$ cat src/hw/rtl/pac_pkg.sv
// ----------------------------------------------------------------------------
// pac_pkg
// Shared types, constants and the control program of the pitot airspeed
// conversion unit.
// ----------------------------------------------------------------------------
`timescale 1ns / 1ps
`default_nettype none

package pac_pkg;

    // Field widths.
    localparam int TS_W    = 32;
    localparam int PCNT_W  = 14;
    localparam int TCNT_W  = 11;
    localparam int RHO_W   = 11;
    localparam int SPEED_W = 15;
    localparam int TEMP_W  = 15;

    // Datapath widths.
    localparam int DEN_W  = 25;   // 16383 * rho
    localparam int NUM_W  = 52;   // speed constant * |d|
    localparam int QUO_W  = 29;   // speed squared in (cm/s)^2
    localparam int ROOT_W = 30;   // square root operands
    localparam int TN_W   = 26;   // 20000 * t + 1023
    localparam int TPR_W  = 43;   // TN times reciprocal
    localparam int TPR_SH = 27;

    localparam logic [RHO_W-1:0]   RHO_RESET   = 11'd1225;
    localparam logic [RHO_W-1:0]   RHO_MIN     = 11'd500;
    localparam logic [RHO_W-1:0]   RHO_MAX     = 11'd2000;
    localparam logic [PCNT_W:0]    COUNT_SPAN  = 15'd16383;
    localparam logic [37:0]        SPEED_K     = 38'd172368925000; // 25000 * 6894757
    localparam logic [SPEED_W-1:0] SPEED_LIMIT = 15'd12000;
    localparam logic [14:0]        TEMP_SCALE  = 15'd20000;
    localparam logic [10:0]        TEMP_ROUND  = 11'd1023;
    localparam logic [TCNT_W-1:0]  TEMP_DIV    = 11'd2047;
    localparam logic [16:0]        TEMP_RECIP  = 17'd65568;   // floor(2^27 / 2047)
    localparam logic [TEMP_W-1:0]  TEMP_BIAS   = 15'd5000;
    localparam logic [4:0]         DIV_STEPS   = 5'd28;       // loop count minus one
    localparam logic [4:0]         ROOT_STEPS  = 5'd14;

    typedef enum logic [2:0] {
        OP_IDLE,
        OP_MUL,
        OP_DIV_INIT,
        OP_DIV_STEP,
        OP_ROOT_INIT,
        OP_ROOT_STEP,
        OP_STORE
    } t_op;

    typedef enum logic [1:0] {
        JMP_NEXT,       // advance, load the loop counter from the word
        JMP_LOOP,       // repeat while the loop counter is nonzero
        JMP_WAIT_IN,    // hold until an input transfer
        JMP_WAIT_OUT    // hold until the output register is free, then jump
    } t_jmp;

    typedef struct packed {
        t_op        op;
        t_jmp       jmp;
        logic [4:0] count;
        logic [2:0] target;
    } t_uword;

    localparam logic [2:0] PC_IDLE      = 3'd0;
    localparam logic [2:0] PC_MUL       = 3'd1;
    localparam logic [2:0] PC_DIV_INIT  = 3'd2;
    localparam logic [2:0] PC_DIV_STEP  = 3'd3;
    localparam logic [2:0] PC_ROOT_INIT = 3'd4;
    localparam logic [2:0] PC_ROOT_STEP = 3'd5;
    localparam logic [2:0] PC_STORE     = 3'd6;

    // Control program, one word per step.
    function automatic t_uword pac_uprog(input logic [2:0] pc);
        t_uword w;
        w = '{op: OP_IDLE, jmp: JMP_WAIT_IN, count: 5'd0, target: PC_IDLE};
        unique case (pc)
            PC_IDLE:      w = '{op: OP_IDLE,      jmp: JMP_WAIT_IN,  count: 5'd0,
                                target: PC_IDLE};
            PC_MUL:       w = '{op: OP_MUL,       jmp: JMP_NEXT,     count: 5'd0,
                                target: PC_IDLE};
            PC_DIV_INIT:  w = '{op: OP_DIV_INIT,  jmp: JMP_NEXT,     count: DIV_STEPS,
                                target: PC_IDLE};
            PC_DIV_STEP:  w = '{op: OP_DIV_STEP,  jmp: JMP_LOOP,     count: 5'd0,
                                target: PC_IDLE};
            PC_ROOT_INIT: w = '{op: OP_ROOT_INIT, jmp: JMP_NEXT,     count: ROOT_STEPS,
                                target: PC_IDLE};
            PC_ROOT_STEP: w = '{op: OP_ROOT_STEP, jmp: JMP_LOOP,     count: 5'd0,
                                target: PC_IDLE};
            PC_STORE:     w = '{op: OP_STORE,     jmp: JMP_WAIT_OUT, count: 5'd0,
                                target: PC_IDLE};
            default:      w = '{op: OP_IDLE,      jmp: JMP_WAIT_IN,  count: 5'd0,
                                target: PC_IDLE};
        endcase
        return w;
    endfunction

endpackage

`default_nettype wire

$ cat src/hw/rtl/pitot_airspeed_conversion_unit.sv
// ----------------------------------------------------------------------------
// pitot_airspeed_conversion_unit
// Converts one differential pressure sensor sample into elapsed time,
// signed indicated airspeed and temperature.
// ----------------------------------------------------------------------------
// Usage:
//   Samples arrive on the input channel (i_in_valid / o_in_ready). Each
//   sample gives one result on the output channel (o_out_valid /
//   i_out_ready). The air density register is written through the
//   configuration channel, which is always ready; write it only while idle.
//   A small microcoded sequencer drives a shared datapath: one multiply
//   step, a radix-2 divider of 29 steps for speed squared, and a square
//   root of 15 steps. The temperature division by 2047 runs alongside as a
//   reciprocal multiply with one correction.
//   A new sample is taken only once the current one has run through the
//   divider and root loops and been stored in the output register.
//   A finished result waits in the output register while the next sample
//   is accepted and processed. If the receiver stalls, the sequencer holds
//   in its last step until the output register is free.
//   Reset returns the sequencer to idle, drops o_out_valid, sets the air
//   density to 1.225 kg/m^3 and the time origin to zero.
// ----------------------------------------------------------------------------
`timescale 1ns / 1ps
`default_nettype none

module pitot_airspeed_conversion_unit (
    input  wire logic                              i_clk,
    input  wire logic                              i_rst_n,
    input  wire logic                              i_cfg_valid,
    output logic                                   o_cfg_ready,
    input  wire logic [pac_pkg::RHO_W-1:0]         i_cfg_data,
    input  wire logic                              i_in_valid,
    output logic                                   o_in_ready,
    input  wire logic [pac_pkg::TS_W-1:0]          i_timestamp_us,
    input  wire logic [pac_pkg::PCNT_W-1:0]        i_pressure_count,
    input  wire logic [pac_pkg::TCNT_W-1:0]        i_temperature_count,
    input  wire logic                              i_start_of_run,
    output logic                                   o_out_valid,
    input  wire logic                              i_out_ready,
    output logic [pac_pkg::TS_W-1:0]               o_elapsed_us,
    output logic signed [pac_pkg::SPEED_W-1:0]     o_airspeed_cm_s,
    output logic signed [pac_pkg::TEMP_W-1:0]      o_temperature_centi_c
);
    import pac_pkg::*;

    // Sequencer.
    logic [2:0] r_pc, n_pc;
    logic [4:0] r_cnt, n_cnt;
    t_uword     w_uop;

    // State and datapath registers.
    logic [RHO_W-1:0]   r_density;
    logic [TS_W-1:0]    r_origin;
    logic [TS_W-1:0]    r_elapsed;
    logic               r_neg;
    logic [PCNT_W-1:0]  r_mag;
    logic [DEN_W-1:0]   r_den;
    logic [TN_W-1:0]    r_tn;
    logic [NUM_W-1:0]   r_num;
    logic [TPR_W-1:0]   r_tprod;
    logic [DEN_W-1:0]   r_rem;
    logic [QUO_W-1:0]   r_quo;
    logic [TEMP_W-1:0]  r_tq;
    logic [TEMP_W-1:0]  r_temp;
    logic [ROOT_W-1:0]  r_x;
    logic [ROOT_W-1:0]  r_res;
    logic [ROOT_W-1:0]  r_bit;

    logic                       r_out_valid;
    logic [TS_W-1:0]            r_out_elapsed;
    logic [SPEED_W-1:0]         r_out_speed;
    logic [TEMP_W-1:0]          r_out_temp;

    logic w_in_xfer;
    logic w_out_free;

    // Input conversion.
    logic [PCNT_W:0]    w_twice_p;
    logic [PCNT_W:0]    w_mag_full;
    logic               w_neg;
    logic [RHO_W-1:0]   w_rho;
    logic [DEN_W-1:0]   w_den;
    logic [TN_W-1:0]    w_tn;
    logic [NUM_W-1:0]   w_num;
    logic [TPR_W-1:0]   w_tprod;

    // Divider step.
    logic [DEN_W:0]     w_shift;
    logic               w_ge;
    logic [DEN_W:0]     w_diff;
    logic [DEN_W-1:0]   w_rem_nx;

    // Square root step.
    logic [ROOT_W:0]    w_trial;
    logic               w_take;

    // Temperature correction.
    logic [TN_W-1:0]    w_tq_mul;
    logic [TN_W-1:0]    w_trem;
    logic [TEMP_W-1:0]  w_tq_fix;

    // Result assembly.
    logic [SPEED_W-1:0] w_spd;
    logic [SPEED_W-1:0] w_sat;

    assign o_cfg_ready = 1'b1;
    assign o_in_ready  = (r_pc == PC_IDLE);
    assign w_in_xfer   = i_in_valid && o_in_ready;
    assign w_out_free  = !r_out_valid || i_out_ready;
    assign w_uop       = pac_uprog(r_pc);

    // d = 16383 - 2p as sign and magnitude; d is always odd.
    assign w_twice_p  = {i_pressure_count, 1'b0};
    assign w_neg      = (w_twice_p >= COUNT_SPAN);
    assign w_mag_full = w_neg ? (w_twice_p - COUNT_SPAN) : (COUNT_SPAN - w_twice_p);

    always_comb begin
        priority if (r_density < RHO_MIN) begin
            w_rho = RHO_MIN;
        end else if (r_density > RHO_MAX) begin
            w_rho = RHO_MAX;
        end else begin
            w_rho = r_density;
        end
    end

    // 16383 * rho as a shift and subtract.
    assign w_den   = {w_rho, {PCNT_W{1'b0}}} - DEN_W'(w_rho);
    assign w_tn    = TN_W'(i_temperature_count) * TN_W'(TEMP_SCALE) + TN_W'(TEMP_ROUND);
    assign w_num   = NUM_W'(r_mag) * NUM_W'(SPEED_K);
    assign w_tprod = TPR_W'(r_tn) * TPR_W'(TEMP_RECIP);

    // Restoring division; the quotient register doubles as dividend shifter.
    assign w_shift  = {r_rem, r_quo[QUO_W-1]};
    assign w_ge     = (w_shift >= {1'b0, r_den});
    assign w_diff   = w_shift - {1'b0, r_den};
    assign w_rem_nx = w_ge ? w_diff[DEN_W-1:0] : w_shift[DEN_W-1:0];

    // Bit-pair square root.
    assign w_trial = {1'b0, r_res} + {1'b0, r_bit};
    assign w_take  = ({1'b0, r_x} >= w_trial);

    // The reciprocal estimate is the quotient or one below it.
    assign w_tq_mul = {r_tq, {TCNT_W{1'b0}}} - TN_W'(r_tq);
    assign w_trem   = r_tn - w_tq_mul;
    assign w_tq_fix = (w_trem >= TN_W'(TEMP_DIV)) ? (r_tq + 1'b1) : r_tq;

    assign w_spd = r_res[SPEED_W-1:0];
    assign w_sat = (w_spd > SPEED_LIMIT) ? SPEED_LIMIT : w_spd;

    // Step counter and loop counter.
    always_comb begin
        n_pc  = r_pc;
        n_cnt = r_cnt;
        unique case (w_uop.jmp)
            JMP_WAIT_IN: begin
                if (i_in_valid) begin
                    n_pc = r_pc + 3'd1;
                end
            end
            JMP_NEXT: begin
                n_pc  = r_pc + 3'd1;
                n_cnt = w_uop.count;
            end
            JMP_LOOP: begin
                if (r_cnt != 5'd0) begin
                    n_cnt = r_cnt - 5'd1;
                end else begin
                    n_pc = r_pc + 3'd1;
                end
            end
            JMP_WAIT_OUT: begin
                if (w_out_free) begin
                    n_pc = w_uop.target;
                end
            end
            default: begin
                n_pc = PC_IDLE;
            end
        endcase
    end

    always_ff @(posedge i_clk) begin
        if (!i_rst_n) begin
            r_pc  <= PC_IDLE;
            r_cnt <= 5'd0;
        end else begin
            r_pc  <= n_pc;
            r_cnt <= n_cnt;
        end
    end

    // Configuration register and time origin.
    always_ff @(posedge i_clk) begin
        if (!i_rst_n) begin
            r_density <= RHO_RESET;
            r_origin  <= '0;
        end else begin
            if (i_cfg_valid) begin
                r_density <= i_cfg_data;
            end
            if (w_in_xfer && i_start_of_run) begin
                r_origin <= i_timestamp_us;
            end
        end
    end

    // Datapath, driven by the current control word.
    always_ff @(posedge i_clk) begin
        unique case (w_uop.op)
            OP_IDLE: begin
                if (w_in_xfer) begin
                    r_elapsed <= i_start_of_run ? '0 : (i_timestamp_us - r_origin);
                    r_neg     <= w_neg;
                    r_mag     <= w_mag_full[PCNT_W-1:0];
                    r_den     <= w_den;
                    r_tn      <= w_tn;
                end
            end
            OP_MUL: begin
                r_num   <= w_num;
                r_tprod <= w_tprod;
            end
            OP_DIV_INIT: begin
                r_rem <= DEN_W'(r_num[NUM_W-1:QUO_W]);
                r_quo <= r_num[QUO_W-1:0];
                r_tq  <= r_tprod[TPR_SH+TEMP_W-1:TPR_SH];
            end
            OP_DIV_STEP: begin
                r_rem <= w_rem_nx;
                r_quo <= {r_quo[QUO_W-2:0], w_ge};
            end
            OP_ROOT_INIT: begin
                r_x    <= ROOT_W'(r_quo);
                r_res  <= '0;
                r_bit  <= ROOT_W'(1) << (ROOT_W - 2);
                r_temp <= w_tq_fix - TEMP_BIAS;
            end
            OP_ROOT_STEP: begin
                if (w_take) begin
                    r_x   <= r_x - w_trial[ROOT_W-1:0];
                    r_res <= (r_res >> 1) + r_bit;
                end else begin
                    r_res <= r_res >> 1;
                end
                r_bit <= r_bit >> 2;
            end
            OP_STORE: begin
                if (w_out_free) begin
                    r_out_elapsed <= r_elapsed;
                    r_out_speed   <= r_neg ? (SPEED_W'(0) - w_sat) : w_sat;
                    r_out_temp    <= r_temp;
                end
            end
            default: begin
            end
        endcase
    end

    always_ff @(posedge i_clk) begin
        if (!i_rst_n) begin
            r_out_valid <= 1'b0;
        end else if (w_uop.op == OP_STORE && w_out_free) begin
            r_out_valid <= 1'b1;
        end else if (i_out_ready) begin
            r_out_valid <= 1'b0;
        end
    end

    assign o_out_valid           = r_out_valid;
    assign o_elapsed_us          = r_out_elapsed;
    assign o_airspeed_cm_s       = r_out_speed;
    assign o_temperature_centi_c = r_out_temp;

endmodule

`default_nettype wire

$ cat config.mk
export PLATFORM = sky130hd
export DESIGN_NAME = pitot_airspeed_conversion_unit
export DESIGN_NICKNAME = d
export VERILOG_FILES = /design/src/hw/rtl/pac_pkg.sv /design/src/hw/rtl/pitot_airspeed_conversion_unit.sv
export SDC_FILE = /design/constraint.sdc
export NUM_CORES = 2
export LEC_CHECK = 0
export BUFFER_PORTS_ARGS = -buffer_cell sky130_fd_sc_hd__buf_2
export CAP_MARGIN = 20
export CORE_MARGIN = 2
export CORE_UTILIZATION = 35
export CTS_BUF_LIST = sky130_fd_sc_hd__clkbuf_16
export DETAILED_ROUTE_END_ITERATION = 8
export GPL_TIMING_DRIVEN = 0
export PLACE_DENSITY_LB_ADDON = 0.25
export SKIP_LAST_GASP = 1
export SYNTH_ARGS = -nofsm -noshare
export SYNTH_HDL_FRONTEND = slang
export SYNTH_SLANG_ARGS = --single-unit
$ cat constraint.sdc
create_clock -name i_clk -period 6.77 [get_ports i_clk]
set_input_delay 1.0155 -clock i_clk [delete_from_list [all_inputs] [get_ports i_clk]]
set_output_delay 1.0155 -clock i_clk [all_outputs]
set_load 0.02 [all_outputs]
* After elaboration in Yosys (flattened, before gate mapping)
Cells that the tools add are included. Widths: inputs -> output; s select.
Storage, ports and cells: input bits 74, word-level logic and storage cells 109, bits in registers 472, output and inout bits 65
Operators by class: mux-type cells 23, eq/ne operators 20, add/sub/neg operators 16, reductions and logical operators 18, $lt $le $gt $ge 7, multiply operators 3
Operators by type and width (number):
- $pmux 30 s2 | 3
- $pmux 13 s6 | 1
- $mux 30 | 2
- $pmux 29 s2 | 1
- $pmux 25 s2 | 1
- $mul 14x35->49 const B | 1
- $mux 15 | 3
- $mul 26x12->37 const B | 1
- $sub 32x32->32 | 1
- $add 30x30->31 | 1
- $ge 30x31->1 | 1
- $add 29x30->30 | 1
- $sub 30x30->30 | 1
- $add 26x10->26 const B | 1
- $ge 26x11->1 const B | 1
- $ge 26x25->1 | 1
- $sub 26x15->26 | 1
- $sub 26x26->26 | 1
- $mux 25 | 1
- $sub 25x11->25 | 1
- $sub 25x25->25 | 1
- $mux 11 | 2
- $mul 11x10->21 const B | 1
- $eq 3x3->1 const B | 6
- 31 further kinds | 52

* Longest topological paths before layout
word-level depth 5, mapped depth 26, gate-level depth less buffers 26

* Worst setup path after synthesis
OpenSTA, ideal clock, no wires.
path type register -> register, from register r_mag[12], to register r_num[51] (data pin), buffers on the path 0, stages on the path, launching flop included 22, data arrival time 5.903 ns, library setup time 0.265 ns, path slack 0.603 ns, required time 6.505 ns, period minus slack after synthesis 6.167 ns, cell sequence edfxtp_1 > fa_1 > inv_1 > fa_1 > fa_1 > fa_1 > inv_1 > fa_1 > ha_1 > ha_1 > a21o_1 > a21o_1 > a21oi_1 > o21ai_0 > a21o_1 > a21oi_1 > nand2_1 > a21o_1 > a21o_1 > a21o_1 > a311oi_1 > xnor2_1
Between the ends: word-level cells in the longest chain between the ends 1
Ends and longest elaborated chain:
- start, declared | RTL line pitot_airspeed_conversion_unit.sv:56 | logic [PCNT_W-1:0] r_mag;
- start signal, assigned | RTL line pitot_airspeed_conversion_unit.sv:215 | r_mag <= w_mag_full[PCNT_W-1:0];
- $mul 14x35->49 | RTL line pitot_airspeed_conversion_unit.sv:130 | assign w_num = NUM_W'(r_mag) * NUM_W'(SPEED_K);
- via w_num[51] | RTL line pitot_airspeed_conversion_unit.sv:84 | logic [NUM_W-1:0] w_num;
- end signal, assigned | RTL line pitot_airspeed_conversion_unit.sv:221 | r_num <= w_num;
- end, declared | RTL line pitot_airspeed_conversion_unit.sv:59 | logic [NUM_W-1:0] r_num;
The timed path passes the listed nets, and every way through them passes these cells. A chain may end at the register's enable or synchronous reset.

* Worst setup path after layout
from register r_mag[11], to register r_num[51] (data pin)
Same word-level chain as after synthesis.

==> flow_summary.html <==
<table>
<tr><th>Metric</th><th>Value</th></tr>
<tr><th colspan="2">Global route</th></tr>
<tr><td>Via count of the first global-routing pass</td><td>23490</td></tr>
<tr><td>Overall routing resource usage</td><td>15.78%</td></tr>
<tr><td>Total congestion overflow after global routing</td><td>0</td></tr>
<tr><td>Initial antenna violation count</td><td>2</td></tr>
<tr><td>Global-route wire length before repair</td><td>125.8 mm</td></tr>
<tr><td>Largest net degree at the start of global routing</td><td>38</td></tr>
<tr><th colspan="2">Clock network</th></tr>
<tr><td>CTS clk-pin slew, worst paths</td><td>60 ps</td></tr>
<tr><td>Clock network latency to the later pin of the worst-skew pair</td><td>590 ps</td></tr>
<tr><td>CTS Root Cell</td><td>sky130_fd_sc_hd__clkbuf_16</td></tr>
<tr><td>Number of hold buffers added after cts</td><td>0</td></tr>
<tr><td>TritonCTS clock tree</td><td>done</td></tr>
<tr><td>CTS Buffer Depth</td><td>3</td></tr>
<tr><td>Sinks on the clock net</td><td>428</td></tr>
<tr><td>H-tree depth reported by CTS</td><td>2</td></tr>
<tr><td>Number of clock buffers inserted by TritonCTS</td><td>49</td></tr>
<tr><th colspan="2">Finish</th></tr>
<tr><td>Number of fill cells</td><td>9503</td></tr>
<tr><td>Non-Filler Instances</td><td>4905</td></tr>
<tr><td>Fin nets</td><td>4270</td></tr>
<tr><td>Synth-to-layout area growth</td><td>12.86%</td></tr>
<tr><td>Share of final-layout standard cells stronger than drive strength 1</td><td>8.574%</td></tr>
<tr><td>Non-Filler Cell Area, Final</td><td>38140 um^2</td></tr>
<tr><th colspan="2">STA</th></tr>
<tr><td>Final slew viol count</td><td>0</td></tr>
<tr><td>Slew at the pin with the worst max-slew slack</td><td>973.2 ps</td></tr>
<tr><td>Highest clock rate</td><td>155.1 MHz</td></tr>
<tr><td>Setup repair after global routing missed its margin</td><td>false</td></tr>
<tr><td>Slew margin rel.</td><td>33.44%</td></tr>
<tr><td>Final hold violation count</td><td>0</td></tr>
<tr><td>Portion of the clock cycle consumed by the worst path in the final layout</td><td>95.23%</td></tr>
<tr><td>Final setup vio count</td><td>0</td></tr>
<tr><td>Worst clock skew</td><td>27.35 ps</td></tr>
<tr><td>Time the worst path needs with I/O delays and setup</td><td>6447 ps</td></tr>
<tr><th colspan="2">Detailed routing</th></tr>
<tr><td>Routed wl met3</td><td>2.828 mm</td></tr>
<tr><td>Via Count</td><td>23930</td></tr>
<tr><td>Number of violations reported at the end of detailed-routing iteration 0</td><td>1315</td></tr>
<tr><td>Amount of wire on met2 after detailed routing</td><td>35.95 mm</td></tr>
<tr><td>First-pass DRT Iterations</td><td>5</td></tr>
<tr><td>Avg WL per Cell</td><td>15.92 um</td></tr>
<tr><td>Number of design rule violations left after detail routing</td><td>0</td></tr>
<tr><td>Total Routed Length</td><td>78.10 mm</td></tr>
<tr><td>Vias/cell</td><td>4.878</td></tr>
<tr><td>Number of antenna-violating nets in the routed design</td><td>0</td></tr>
<tr><td>Met1 routed wirelength after detailed routing</td><td>38.26 mm</td></tr>
<tr><td>Highest routing layer actually used</td><td>met5</td></tr>
<tr><th colspan="2">Synth</th></tr>
<tr><td>Share of async-settable or async-resettable flops after synthesis</td><td>0%</td></tr>
<tr><td>Number of synthesized flops with an enable pin</td><td>376</td></tr>
<tr><td>Unique masters post-synth</td><td>88</td></tr>
<tr><td>Yosys reg bits</td><td>428</td></tr>
<tr><td>Top cells by count, synth</td><td>sky130_fd_sc_hd__ha_1, sky130_fd_sc_hd__inv_1, sky130_fd_sc_hd__nand2_1</td></tr>
<tr><td>Most frequent cell after synthesis</td><td>sky130_fd_sc_hd__ha_1</td></tr>
<tr><td>Post-Synthesis Cells</td><td>3376</td></tr>
<tr><td>Area leader, netlist</td><td>sky130_fd_sc_hd__edfxtp_1</td></tr>
<tr><td>Synthesis warning total</td><td>0</td></tr>
<tr><td>Top post-synthesis cells by area</td><td>sky130_fd_sc_hd__edfxtp_1, sky130_fd_sc_hd__ha_1, sky130_fd_sc_hd__fa_1, sky130_fd_sc_hd__xnor2_1, sky130_fd_sc_hd__inv_1</td></tr>
<tr><td>Area share of the largest cell type after synthesis</td><td>33.41%</td></tr>
<tr><td>Sequential fraction of the synthesis area</td><td>36.49%</td></tr>
<tr><td>Main flop type after synthesis</td><td>sky130_fd_sc_hd__edfxtp_1</td></tr>
<tr><td>Mapped Area</td><td>33790 um^2</td></tr>
<tr><td>Avg Synthesized Cell Area</td><td>10.01 um^2</td></tr>
<tr><th colspan="2">Die</th></tr>
<tr><td>Number of placed I/O pins</td><td>139</td></tr>
<tr><td>Area enclosed by the die boundary</td><td>99050 um^2</td></tr>
<tr><td>Initial core utilization</td><td>35.46%</td></tr>
<tr><td>Core area</td><td>95290 um^2</td></tr>
<tr><td>DIE HEIGHT</td><td>314.7 um</td></tr>
<tr><td>Horiz. Die Dim</td><td>314.7 um</td></tr>
<tr><td>Number of standard-cell rows in the floorplan</td><td>113</td></tr>
<tr><th colspan="2">Min path</th></tr>
<tr><td>Min-Delay Path Class</td><td>register to register</td></tr>
<tr><th colspan="2">Worst setup path</th></tr>
<tr><td>Arrival time worst endpoint</td><td>6760 ps</td></tr>
<tr><td>Worst setup SP type</td><td>register</td></tr>
<tr><td>Crit path required time</td><td>7080 ps</td></tr>
<tr><td>Sort of element at the end of the critical path</td><td>register</td></tr>
<tr><td>Critical Setup Path Class</td><td>register to register</td></tr>
<tr><td>Worst-path fanout max</td><td>7</td></tr>
<tr><th colspan="2">Placement</th></tr>
<tr><td>Placed standard-cell area</td><td>36340 um^2</td></tr>
<tr><td>PortBufs</td><td>136</td></tr>
<tr><td>Total placed cells including tap cells</td><td>4794</td></tr>
<tr><td>Sum of net half-perimeters after detailed placement</td><td>61.68 mm</td></tr>
<tr><td>Final weighted congestion of routability-driven global placement</td><td>0.8465</td></tr>
<tr><th colspan="2">Run status</th></tr>
<tr><td>Status</td><td>finished, final reports clean</td></tr>
<tr><th colspan="2">Flow run</th></tr>
<tr><td>Number of max-cap violations</td><td>0</td></tr>
</table>
==> kinds of logic (layout without fill, tap and decap cells) <==
kind of cell,count (synthesis),after routing,share of synthesized area (%)
compound gates,667,667,12.96
simple gates,884,884,12.07
other cells,1,5,0.01110
mux,41,41,1.218
fa+ha+maj,594,594,24.61
buf+inv,487,747,5.532
xor+xnor,274,274,7.102
flops,428,428,36.49
==> timing repair <==
item,CTS,global route
setup buffers,7,16
resized for setup,2,8
endpoints found under the setup margin,37,44
pin swaps,1,0
gates cloned,0,0
==> layer usage <==
layer,vias up,global-route usage (%)
li1,12250,-
met1,11270,22.24
met2,341,26.33
met3,62,1.789
met4,2,2.781
met5,-,0
==> final cells by class <==
type                            count  area [um^2]  share of cell area (%)
Multi-Input combinational cell   2464        19680                   51.59
Sequential cell                   428        12330                   32.34
Tap cell                         1265         1583                   4.150
Inverter                          400         1501                   3.937
Clock buffer                       50         1251                   3.281
Timing Repair Buffer              173         1095                   2.871
Buffer                             86        366.6                  0.9613
Clock inverter                     38        329.1                  0.8629
Antenna cell                        1        2.502                0.006562
==> placed cells by master, fill, tap and decap left out, drive strengths merged, types with 98 or more instances in the layout <==
cell type    n
o21ai      163
clkbuf     119
nor2       196
inv        409
nand2      381
edfxtp     376
xnor2      176
xor2        98
ha         476
buf        190
a21oi      144
fa         118
==> worst paths after layout <==
path,startpoint,endpoint,slack [ps],cells past startpoint
min,r_temp[2],o_temperature_centi_c[2],410,0
max,r_mag[11],r_num[51],320,22
max reg2reg,r_mag[11],r_num[51],320,22
min reg2reg,r_temp[2],o_temperature_centi_c[2],410,0
==> per-stage QoR <==
step	hold WS, ps	util, %	setup TNS, ps	setup WS (ps)
final	409.2	40.02	0	323.0
after CTS	407.8	39.86	0	0.1181
after floorplan	400.3	-	0	602.7
after detailed placement	404.5	38.14	-16950	-655.6
after global placement	402.4	37.85	-293390	-1614
after global routing	408.7	40.02	0	31.08
==> critical path, stage by stage, from the launching register on <==
cell	delay (ps)
sky130_fd_sc_hd__edfxtp_1	380
sky130_fd_sc_hd__buf_4	170
sky130_fd_sc_hd__fa_1	660
sky130_fd_sc_hd__inv_1	120
sky130_fd_sc_hd__fa_1	540
sky130_fd_sc_hd__fa_1	450
sky130_fd_sc_hd__fa_1	540
sky130_fd_sc_hd__inv_1	50
sky130_fd_sc_hd__fa_1	470
sky130_fd_sc_hd__ha_1	310
sky130_fd_sc_hd__ha_1	380
sky130_fd_sc_hd__a21o_1	200
sky130_fd_sc_hd__a21o_1	180
sky130_fd_sc_hd__a21oi_1	130
sky130_fd_sc_hd__o21ai_0	90
sky130_fd_sc_hd__a21o_1	200
sky130_fd_sc_hd__a21oi_1	150
sky130_fd_sc_hd__nand2_1	100
sky130_fd_sc_hd__a21o_1	190
sky130_fd_sc_hd__a21o_1	230
sky130_fd_sc_hd__a21o_1	250
sky130_fd_sc_hd__a311oi_2	290
sky130_fd_sc_hd__xnor2_1	110
==> sequential cells by signal, indices dropped and copies added (netlist names), 25 cells and up <==
name	count
r_elapsed	32
r_rem	25
o_elapsed_us	32
r_num	48
r_quo	29
r_den	25
r_origin	32
r_res	30
r_x	30
Power is left out: the tool's default activity adds up to more than one toggle a clock period on the data nets, which glitch-free logic cannot reach.
